<file path="src/rtl/acomp_pkg.sv">
// ----------------------------------------------------------------------------
// acomp_pkg
// Shared types and constants for the ARGB pixel alpha compositor.
// ----------------------------------------------------------------------------
package acomp_pkg;

	typedef logic [1:0] op_t;

	localparam op_t OP_BLEND = 2'd0;
	localparam op_t OP_SOLID = 2'd1;
	localparam op_t OP_GLYPH = 2'd2;

	typedef logic cfg_index_t;

	localparam cfg_index_t CFG_PIXEL_FORMAT   = 1'b0;
	localparam cfg_index_t CFG_BACKDROP_LEVEL = 1'b1;

	localparam logic FMT_ARGB1555 = 1'b0;
	localparam logic FMT_ARGB8888 = 1'b1;

	localparam logic [7:0] ALPHA_OPAQUE   = 8'hff;
	localparam logic [7:0] ALPHA_NONE     = 8'h00;
	localparam logic [7:0] BACKDROP_RESET = 8'd45;
	localparam logic [8:0] ALPHA_UNITY    = 9'd256;
	localparam logic [7:0] ROUND_HALF     = 8'h80;

	typedef struct packed {
		logic       pixel_format;
		logic [7:0] backdrop_level;
	} cfg_t;

endpackage

</file>
<file path="src/rtl/acomp_lane.sv">
// ----------------------------------------------------------------------------
// acomp_lane
// One colour channel lerp: (d*(256-a) + s*a) >> 8 on eight-bit values.
// ----------------------------------------------------------------------------
module acomp_lane (
	input  logic [7:0] dst,
	input  logic [7:0] src,
	input  logic [7:0] alpha,
	output logic [7:0] res
);
	import acomp_pkg::*;

	logic [8:0]  inv_alpha;
	logic [16:0] dst_term;
	logic [15:0] src_term;
	logic [17:0] sum;

	always_comb begin
		inv_alpha = ALPHA_UNITY - {1'b0, alpha};
		dst_term  = {9'h000, dst} * {8'h00, inv_alpha};
		src_term  = {8'h00, src} * {8'h00, alpha};
		sum       = {1'b0, dst_term} + {2'b00, src_term};
		res       = sum[15:8];
	end

endmodule

</file>
<file path="src/rtl/acomp_datapath.sv">
// ----------------------------------------------------------------------------
// acomp_datapath
// Single-pass pixel logic: backdrop select, channel lerps, alpha merge and
// format packing for blend, solid and glyph operations.
// ----------------------------------------------------------------------------
module acomp_datapath (
	input  acomp_pkg::cfg_t cfg,
	input  acomp_pkg::op_t  op,
	input  logic [31:0]     dest_pixel,
	input  logic [7:0]      alpha,
	input  logic [7:0]      red,
	input  logic [7:0]      green,
	input  logic [7:0]      blue,
	output logic [31:0]     new_pixel,
	output logic            changed
);
	import acomp_pkg::*;

	logic        is_8888;
	logic        glyph;
	logic [4:0]  grey5;
	logic [31:0] dst_eff;
	logic [7:0]  dr, dg, db, da;
	logic [7:0]  sr, sg, sb;
	logic [7:0]  lr, lg, lb;
	logic [15:0] mul_a;
	logic [16:0] rnd_a;
	logic [7:0]  blend_a;
	logic [7:0]  solid_a;
	logic [31:0] blend_px;
	logic [31:0] solid_px;
	logic [31:0] pass_px;

	// backdrop and channel unpacking
	always_comb begin
		is_8888 = (cfg.pixel_format == FMT_ARGB8888);
		glyph   = (op == OP_GLYPH);
		grey5   = cfg.backdrop_level[7:3];
		if (!glyph) begin
			dst_eff = dest_pixel;
		end else if (is_8888) begin
			dst_eff = {ALPHA_OPAQUE, cfg.backdrop_level, cfg.backdrop_level,
				cfg.backdrop_level};
		end else begin
			dst_eff = {16'h0000, 1'b1, grey5, grey5, grey5};
		end
		if (is_8888) begin
			da = dst_eff[31:24];
			dr = dst_eff[23:16];
			dg = dst_eff[15:8];
			db = dst_eff[7:0];
			sr = red;
			sg = green;
			sb = blue;
		end else begin
			da = ALPHA_NONE;
			dr = {3'b000, dst_eff[14:10]};
			dg = {3'b000, dst_eff[9:5]};
			db = {3'b000, dst_eff[4:0]};
			sr = {3'b000, red[7:3]};
			sg = {3'b000, green[7:3]};
			sb = {3'b000, blue[7:3]};
		end
	end

	acomp_lane u_lane_r (.dst(dr), .src(sr), .alpha(alpha), .res(lr));
	acomp_lane u_lane_g (.dst(dg), .src(sg), .alpha(alpha), .res(lg));
	acomp_lane u_lane_b (.dst(db), .src(sb), .alpha(alpha), .res(lb));

	// alpha merge a + d - round(a*d/255)
	always_comb begin
		mul_a   = {8'h00, alpha} * {8'h00, da};
		rnd_a   = {1'b0, mul_a} + {9'h000, mul_a[15:8]} + {9'h000, ROUND_HALF};
		blend_a = alpha + da - rnd_a[15:8];
	end

	// packing and op select
	always_comb begin
		solid_a = glyph ? ALPHA_OPAQUE : alpha;
		if (is_8888) begin
			blend_px = {blend_a, lr, lg, lb};
			solid_px = {solid_a, red, green, blue};
			pass_px  = dest_pixel;
		end else begin
			blend_px = {16'h0000, dst_eff[15], lr[4:0], lg[4:0], lb[4:0]};
			solid_px = {16'h0000, (solid_a != ALPHA_NONE), red[7:3], green[7:3],
				blue[7:3]};
			pass_px  = {16'h0000, dest_pixel[15:0]};
		end
		case (op)
			OP_BLEND: begin
				new_pixel = blend_px;
				changed   = 1'b1;
			end
			OP_SOLID: begin
				new_pixel = solid_px;
				changed   = 1'b1;
			end
			OP_GLYPH: begin
				if (alpha == ALPHA_NONE) begin
					new_pixel = pass_px;
					changed   = 1'b0;
				end else if (alpha == ALPHA_OPAQUE) begin
					new_pixel = solid_px;
					changed   = 1'b1;
				end else begin
					new_pixel = blend_px;
					changed   = 1'b1;
				end
			end
			default: begin
				new_pixel = pass_px;
				changed   = 1'b0;
			end
		endcase
	end

endmodule

</file>
<file path="src/rtl/argb_pixel_alpha_compositor.sv">
// ----------------------------------------------------------------------------
// argb_pixel_alpha_compositor
// Per-pixel compositor: blend, solid and glyph rules in ARGB1555 or ARGB8888.
// ----------------------------------------------------------------------------
// Usage
//   Input channel (in_valid / in_stall) carries op, dest_pixel, alpha and the
//   source colour; output channel (out_valid / out_stall) returns new_pixel
//   and changed, one result per input item, in order.
//   Configuration writes (cfg_valid / cfg_ready, cfg_index, cfg_data) select
//   the pixel format (index 0) and the glyph backdrop grey (index 1); they
//   are taken at once and belong to idle periods only.
//   An accepted item passes through an input register, then one pass of
//   lerp multipliers into the result register, which drives out_valid.
//   Throughput is one item per cycle while the receiver does not stall;
//   the three channel lanes and the alpha multiplier are used once per item.
//   Reset empties both registers and loads ARGB1555 with backdrop 45.
//   When the receiver stalls, the result is held; one more item can still
//   enter the input register, after which in_stall is raised.
// ----------------------------------------------------------------------------
module argb_pixel_alpha_compositor (
	input  logic                  clk,
	input  logic                  arst_n,
	input  logic                  in_valid,
	output logic                  in_stall,
	input  acomp_pkg::op_t        op,
	input  logic [31:0]           dest_pixel,
	input  logic [7:0]            alpha,
	input  logic [7:0]            red,
	input  logic [7:0]            green,
	input  logic [7:0]            blue,
	output logic                  out_valid,
	input  logic                  out_stall,
	output logic [31:0]           new_pixel,
	output logic                  changed,
	input  logic                  cfg_valid,
	output logic                  cfg_ready,
	input  acomp_pkg::cfg_index_t cfg_index,
	input  logic [7:0]            cfg_data
);
	import acomp_pkg::*;

	cfg_t        cfg_q;
	logic        valid_s1;
	op_t         op_s1;
	logic [31:0] dest_s1;
	logic [7:0]  alpha_s1;
	logic [7:0]  red_s1;
	logic [7:0]  green_s1;
	logic [7:0]  blue_s1;
	logic        valid_s2;
	logic [31:0] pixel_s2;
	logic        changed_s2;
	logic        adv_s2;
	logic        adv_s1;
	logic [31:0] pixel_c;
	logic        changed_c;

	assign cfg_ready = 1'b1;
	assign adv_s2    = !valid_s2 || !out_stall;
	assign in_stall  = valid_s1 && !adv_s2;
	assign adv_s1    = in_valid && !in_stall;

	always_ff @(posedge clk or negedge arst_n) begin
		if (!arst_n) begin
			cfg_q.pixel_format   <= FMT_ARGB1555;
			cfg_q.backdrop_level <= BACKDROP_RESET;
		end else if (cfg_valid) begin
			case (cfg_index)
				CFG_PIXEL_FORMAT:   cfg_q.pixel_format   <= cfg_data[0];
				CFG_BACKDROP_LEVEL: cfg_q.backdrop_level <= cfg_data;
				default:            cfg_q                <= cfg_q;
			endcase
		end
	end

	// input register
	always_ff @(posedge clk or negedge arst_n) begin
		if (!arst_n) begin
			valid_s1 <= 1'b0;
		end else if (!valid_s1 || adv_s2) begin
			valid_s1 <= in_valid;
		end
	end

	always_ff @(posedge clk) begin
		if (adv_s1) begin
			op_s1    <= op;
			dest_s1  <= dest_pixel;
			alpha_s1 <= alpha;
			red_s1   <= red;
			green_s1 <= green;
			blue_s1  <= blue;
		end
	end

	acomp_datapath u_datapath (
		.cfg        (cfg_q),
		.op         (op_s1),
		.dest_pixel (dest_s1),
		.alpha      (alpha_s1),
		.red        (red_s1),
		.green      (green_s1),
		.blue       (blue_s1),
		.new_pixel  (pixel_c),
		.changed    (changed_c)
	);

	// result register
	always_ff @(posedge clk or negedge arst_n) begin
		if (!arst_n) begin
			valid_s2 <= 1'b0;
		end else if (adv_s2) begin
			valid_s2 <= valid_s1;
		end
	end

	always_ff @(posedge clk) begin
		if (adv_s2 && valid_s1) begin
			pixel_s2   <= pixel_c;
			changed_s2 <= changed_c;
		end
	end

	assign out_valid = valid_s2;
	assign new_pixel = pixel_s2;
	assign changed   = changed_s2;

endmodule
</file>
<file path="config.mk">
export PLATFORM = sky130hd
export DESIGN_NAME = argb_pixel_alpha_compositor
export DESIGN_NICKNAME = d
export VERILOG_FILES = /design/src/rtl/acomp_pkg.sv /design/src/rtl/acomp_lane.sv /design/src/rtl/acomp_datapath.sv /design/src/rtl/argb_pixel_alpha_compositor.sv
export SDC_FILE = /design/constraint.sdc
export NUM_CORES = 1
export LEC_CHECK = 0
export ABC_CLOCK_PERIOD_IN_PS = 11700
export BUFFER_PORTS_ARGS = -buffer_cell sky130_fd_sc_hd__buf_4
export CORE_ASPECT_RATIO = 0.8
export CORE_MARGIN = 4
export CORE_UTILIZATION = 60
export DETAILED_ROUTE_END_ITERATION = 10
export GPL_TIMING_DRIVEN = 0
export PLACE_DENSITY_LB_ADDON = 0.05
export SKIP_CTS_REPAIR_TIMING = 1
export SLEW_MARGIN = 40
export SYNTH_ARGS = -nofsm -noshare
export SYNTH_HDL_FRONTEND = slang
export SYNTH_SLANG_ARGS = --single-unit
</file>
<file path="constraint.sdc">
create_clock -name clk -period 11.7 [get_ports clk]
set_clock_uncertainty 0.2 [all_clocks]
set_input_delay 0.585 -clock clk [delete_from_list [all_inputs] [get_ports clk]]
set_output_delay 0.585 -clock clk [all_outputs]
set_load 0.01 [all_outputs]
</file>
==> impl_metrics.py <==
metrics = {
    "synthesis": {
        "yosysTopAreaCell": "fa_1",
        "syn_avg_cell_area_um2": 9.060,
        "synthArstFlopShare_pct": 10.00,
        "syn_inst": 2393,
        "syn_nets": 3053,
        "yosysSeqAreaShare_pct": 15.01,
        "synth_edf_count": 99,
        "synth.area.top_cells": "fa_1 (32%), edfxtp_1 (14%), ha_1 (14%)",
        "ys_ff_latch": 110,
        "synth.distinct_cells": 84,
        "syn-cell-area_um2": 21680,
        "ys.flop_type": "edfxtp_1",
        "yosysTopAreaCellShare_pct": 31.67,
        "yosysWarningCount": 0,
    },
    "drt": {
        "drtPass1Iterations": 6,
        "antenna_left": 0,
        "routed_wirelength_um": 72480,
        "drc": 0,
        "vias": 18060,
        "routed_via_density": 6.022,
        "wl_per_cell_um": 24.17,
        "drt_iter0_drc": 1998,
    },
    "placed_design": {
        "dp.cells": 2982,
        "dp_hpwl_um": 60110,
        "port_buffers": 114,
        "place.gp.congestion": 1.046,
    },
    "setup_path": {
        "cpMaxStageDelayCell": "fa_1",
        "start_kind": "register",
        "end_kind": "register",
        "crit_path_max_fanout": 19,
        "critPathMaxStageDelay_ns": 0.54,
        "r2r-start": "cfg_q[8]",
        "critPathKind": "register to register",
        "startpoint": "cfg_q[8]",
        "crit_arrival_ns": 11.17,
        "cp_common_cell": "inv_1",
        "required_ns": 11.61,
    },
    "timing": {
        "post-route-min-period_ns": 11.26,
        "whs_ns": 0.1947,
        "rsz0062_at_grt": "no",
        "tightestPinTransition_ns": 0.9862,
        "slew_headroom_pct": 34.26,
        "finalCritPeriodShare_pct": 96.21,
        "setup_viol_count_final": 0,
        "finalHoldViolations": 0,
        "slew_viol_final": 0,
        "tns_ns": 0,
        "fmax_mhz": 88.84,
    },
    "cells_and_area": {
        "synthToLayoutAreaGrowth_pct": 9.130,
        "final_nets": 3181,
        "fill_cells": 2893,
        "postLayoutCoreUtil_pct": 67.24,
        "drive_above_1_share_pct": 9.343,
        "fin_cells": 2999,
    },
    "floorplanning": {
        "die-area_um2": 39260,
        "rows": 61,
        "core_area_um2": 35190,
        "start_util_pct": 61.62,
        "die_w_um": 220.5,
        "die_h_um": 178.0,
        "num_io_pins": 116,
    },
    "clock_tree": {
        "cts_buffers": 9,
        "clock_latency_ns": 0.36,
        "cts_tree": "built",
        "htree_levels": 3,
        "cts.sinks": 110,
        "cts_root_buffer": "clkbuf_16",
        "cts_buffer_depth": 2,
        "clkTransAtPathRegs_ns": 0.09,
    },
    "global_routing": {
        "grt_pass1_vias": 18680,
        "grt.total_usage_pct": 38.02,
        "antenna_found_initial": 3,
        "grt_max_degree": 45,
        "grt_pass1_wl_um": 110900,
        "gr-total-overflow": 0,
    },
    "run": {
        "max_cap_viol_count": 0,
    },
    "hold_path": {
        "min_path_type": "primary input to register",
        "min_from": "red[1]",
    },
    "outcome": {
        "status": "finished, final reports clean",
    },
}
[cell usage in the layout, fill, tap and decap left out, types with 8 or more instances in the layout]
master and instances:
inv_1 473, fa_1 343, nand2_1 284, ha_1 237
nor2_1 197, buf_4 115, edfxtp_1 99, and2_1 83
a21oi_1 71, clkbuf_1 70, o21ai_0 54, xnor2_1 51
and3_1 38, nand3_1 29, nor3_1 25, xor2_1 22
mux2i_1 16, a21o_1 15, nand2b_1 13, a31oi_1 13
mux2_2 13, o21a_1 12, a22oi_1 12, clkbuf_2 11
o22ai_1 11, buf_2 9, buf_1 9, clkbuf_16 9
nor2b_1 8, a211oi_1 8, a22o_1 8
[final timing paths]
path / endpoint / cells past startpoint / slack (ns)
setup / recovery: new_pixel[31] / 42 / 0.44
hold / removal: red_s1[1] / 1 / 0.19
setup reg to reg: new_pixel[31] / 42 / 0.44
hold reg to reg: out_valid / 1 / 0.32
max in group asynchronous: cfg_q[5] / 2 / 10.68
min in group asynchronous: valid_s1 / 2 / 0.38
[sequential cells by signal (all words and copies together) (netlist names)]
| register | cells |
|---|---|
| valid_s1 | 1 |
| out_valid | 1 |
| green_s1 | 8 |
| alpha_s1 | 8 |
| blue_s1 | 8 |
| changed | 1 |
| cfg_q | 9 |
| red_s1 | 8 |
| new_pixel | 32 |
| dest_s1 | 32 |
| op_s1 | 2 |
[area by class of cell]
cell class	count	area, um^2	share of cell area (%)
antenna	1	2.502	0.01058
buffer	104	445.4	1.883
clock buffer	9	225.2	0.9519
clock inverter	7	86.33	0.3649
inverter	477	1794	7.584
multi-input combinational	1701	16350	69.10
sequential	110	3253	13.75
tap	472	590.6	2.496
timing repair buffer	118	912.1	3.855
[synth_stat cells (6+ instances only)]
library cell  count
nand3_1          29
o22ai_1          11
nand4_1           7
a211o_1           6
buf_1            12
nand2_1         284
mux2i_1          22
nand2b_1         13
edfxtp_1         99
xor2_1           22
a22o_1            8
nor3_1           26
o21a_1           12
fa_1            343
a21o_1           15
a211oi_1          8
and3_1           38
a31oi_1          17
inv_1           473
buf_2            10
xnor2_1          53
dfrtp_1           7
a21oi_1          78
clkbuf_1         79
ha_1            237
o21ai_0          57
nor2b_1           9
nor2_1          200
and2_1           84
a22oi_1          12
mux2_2           13
[critical path, delay by kind of cell (launching register included)]
family,cells,cell delay (ns)
XOR/XNOR,5,1.01
buffers and inverters,10,2.00
flip-flops,1,0.38
adder cells (fa/ha/maj),9,3.86
AO/OA/AOI/OAI,8,2.10
AND/OR/NAND/NOR,10,1.42
[cell families (layout without fill, tap and decap cells)]
group,Yosys count,count (layout),synth area share [%]
AO/OA/AOI/OAI,291,291,9.101
XOR/XNOR,76,76,3.134
adder cells (fa/ha/maj),580,580,45.35
buffers and inverters,582,715,10.26
flip-flops,110,110,15.01
multiplexers,41,41,2.233
other,1,2,0.01730
AND/OR/NAND/NOR,712,712,14.90
[through the flow]
stage	setup WS [ns]	instance area, um^2
6_report	0.4439	23660
5_1_grt	0.004928	23660
4_1_cts	-0.1641	23570
3_5_place_dp	-0.1036	23260
3_3_place_gp	0.008254	23130
2_1_floorplan	2.255	21680
[routing by layer]
layer | part of all wire, % | vias to the layer above | track usage [%]
met3 | 13 | 182 | 12.09
met5 | 0.0097 | - | 0
met1 | 41 | 8895 | 54.62
met4 | 3.8 | 2 | 12.92
li1 | - | 7857 | -
met2 | 42 | 1124 | 54.85
Power is left out: the tool's default activity adds up to more than one toggle a clock period on the data nets, which glitch-free logic cannot reach.
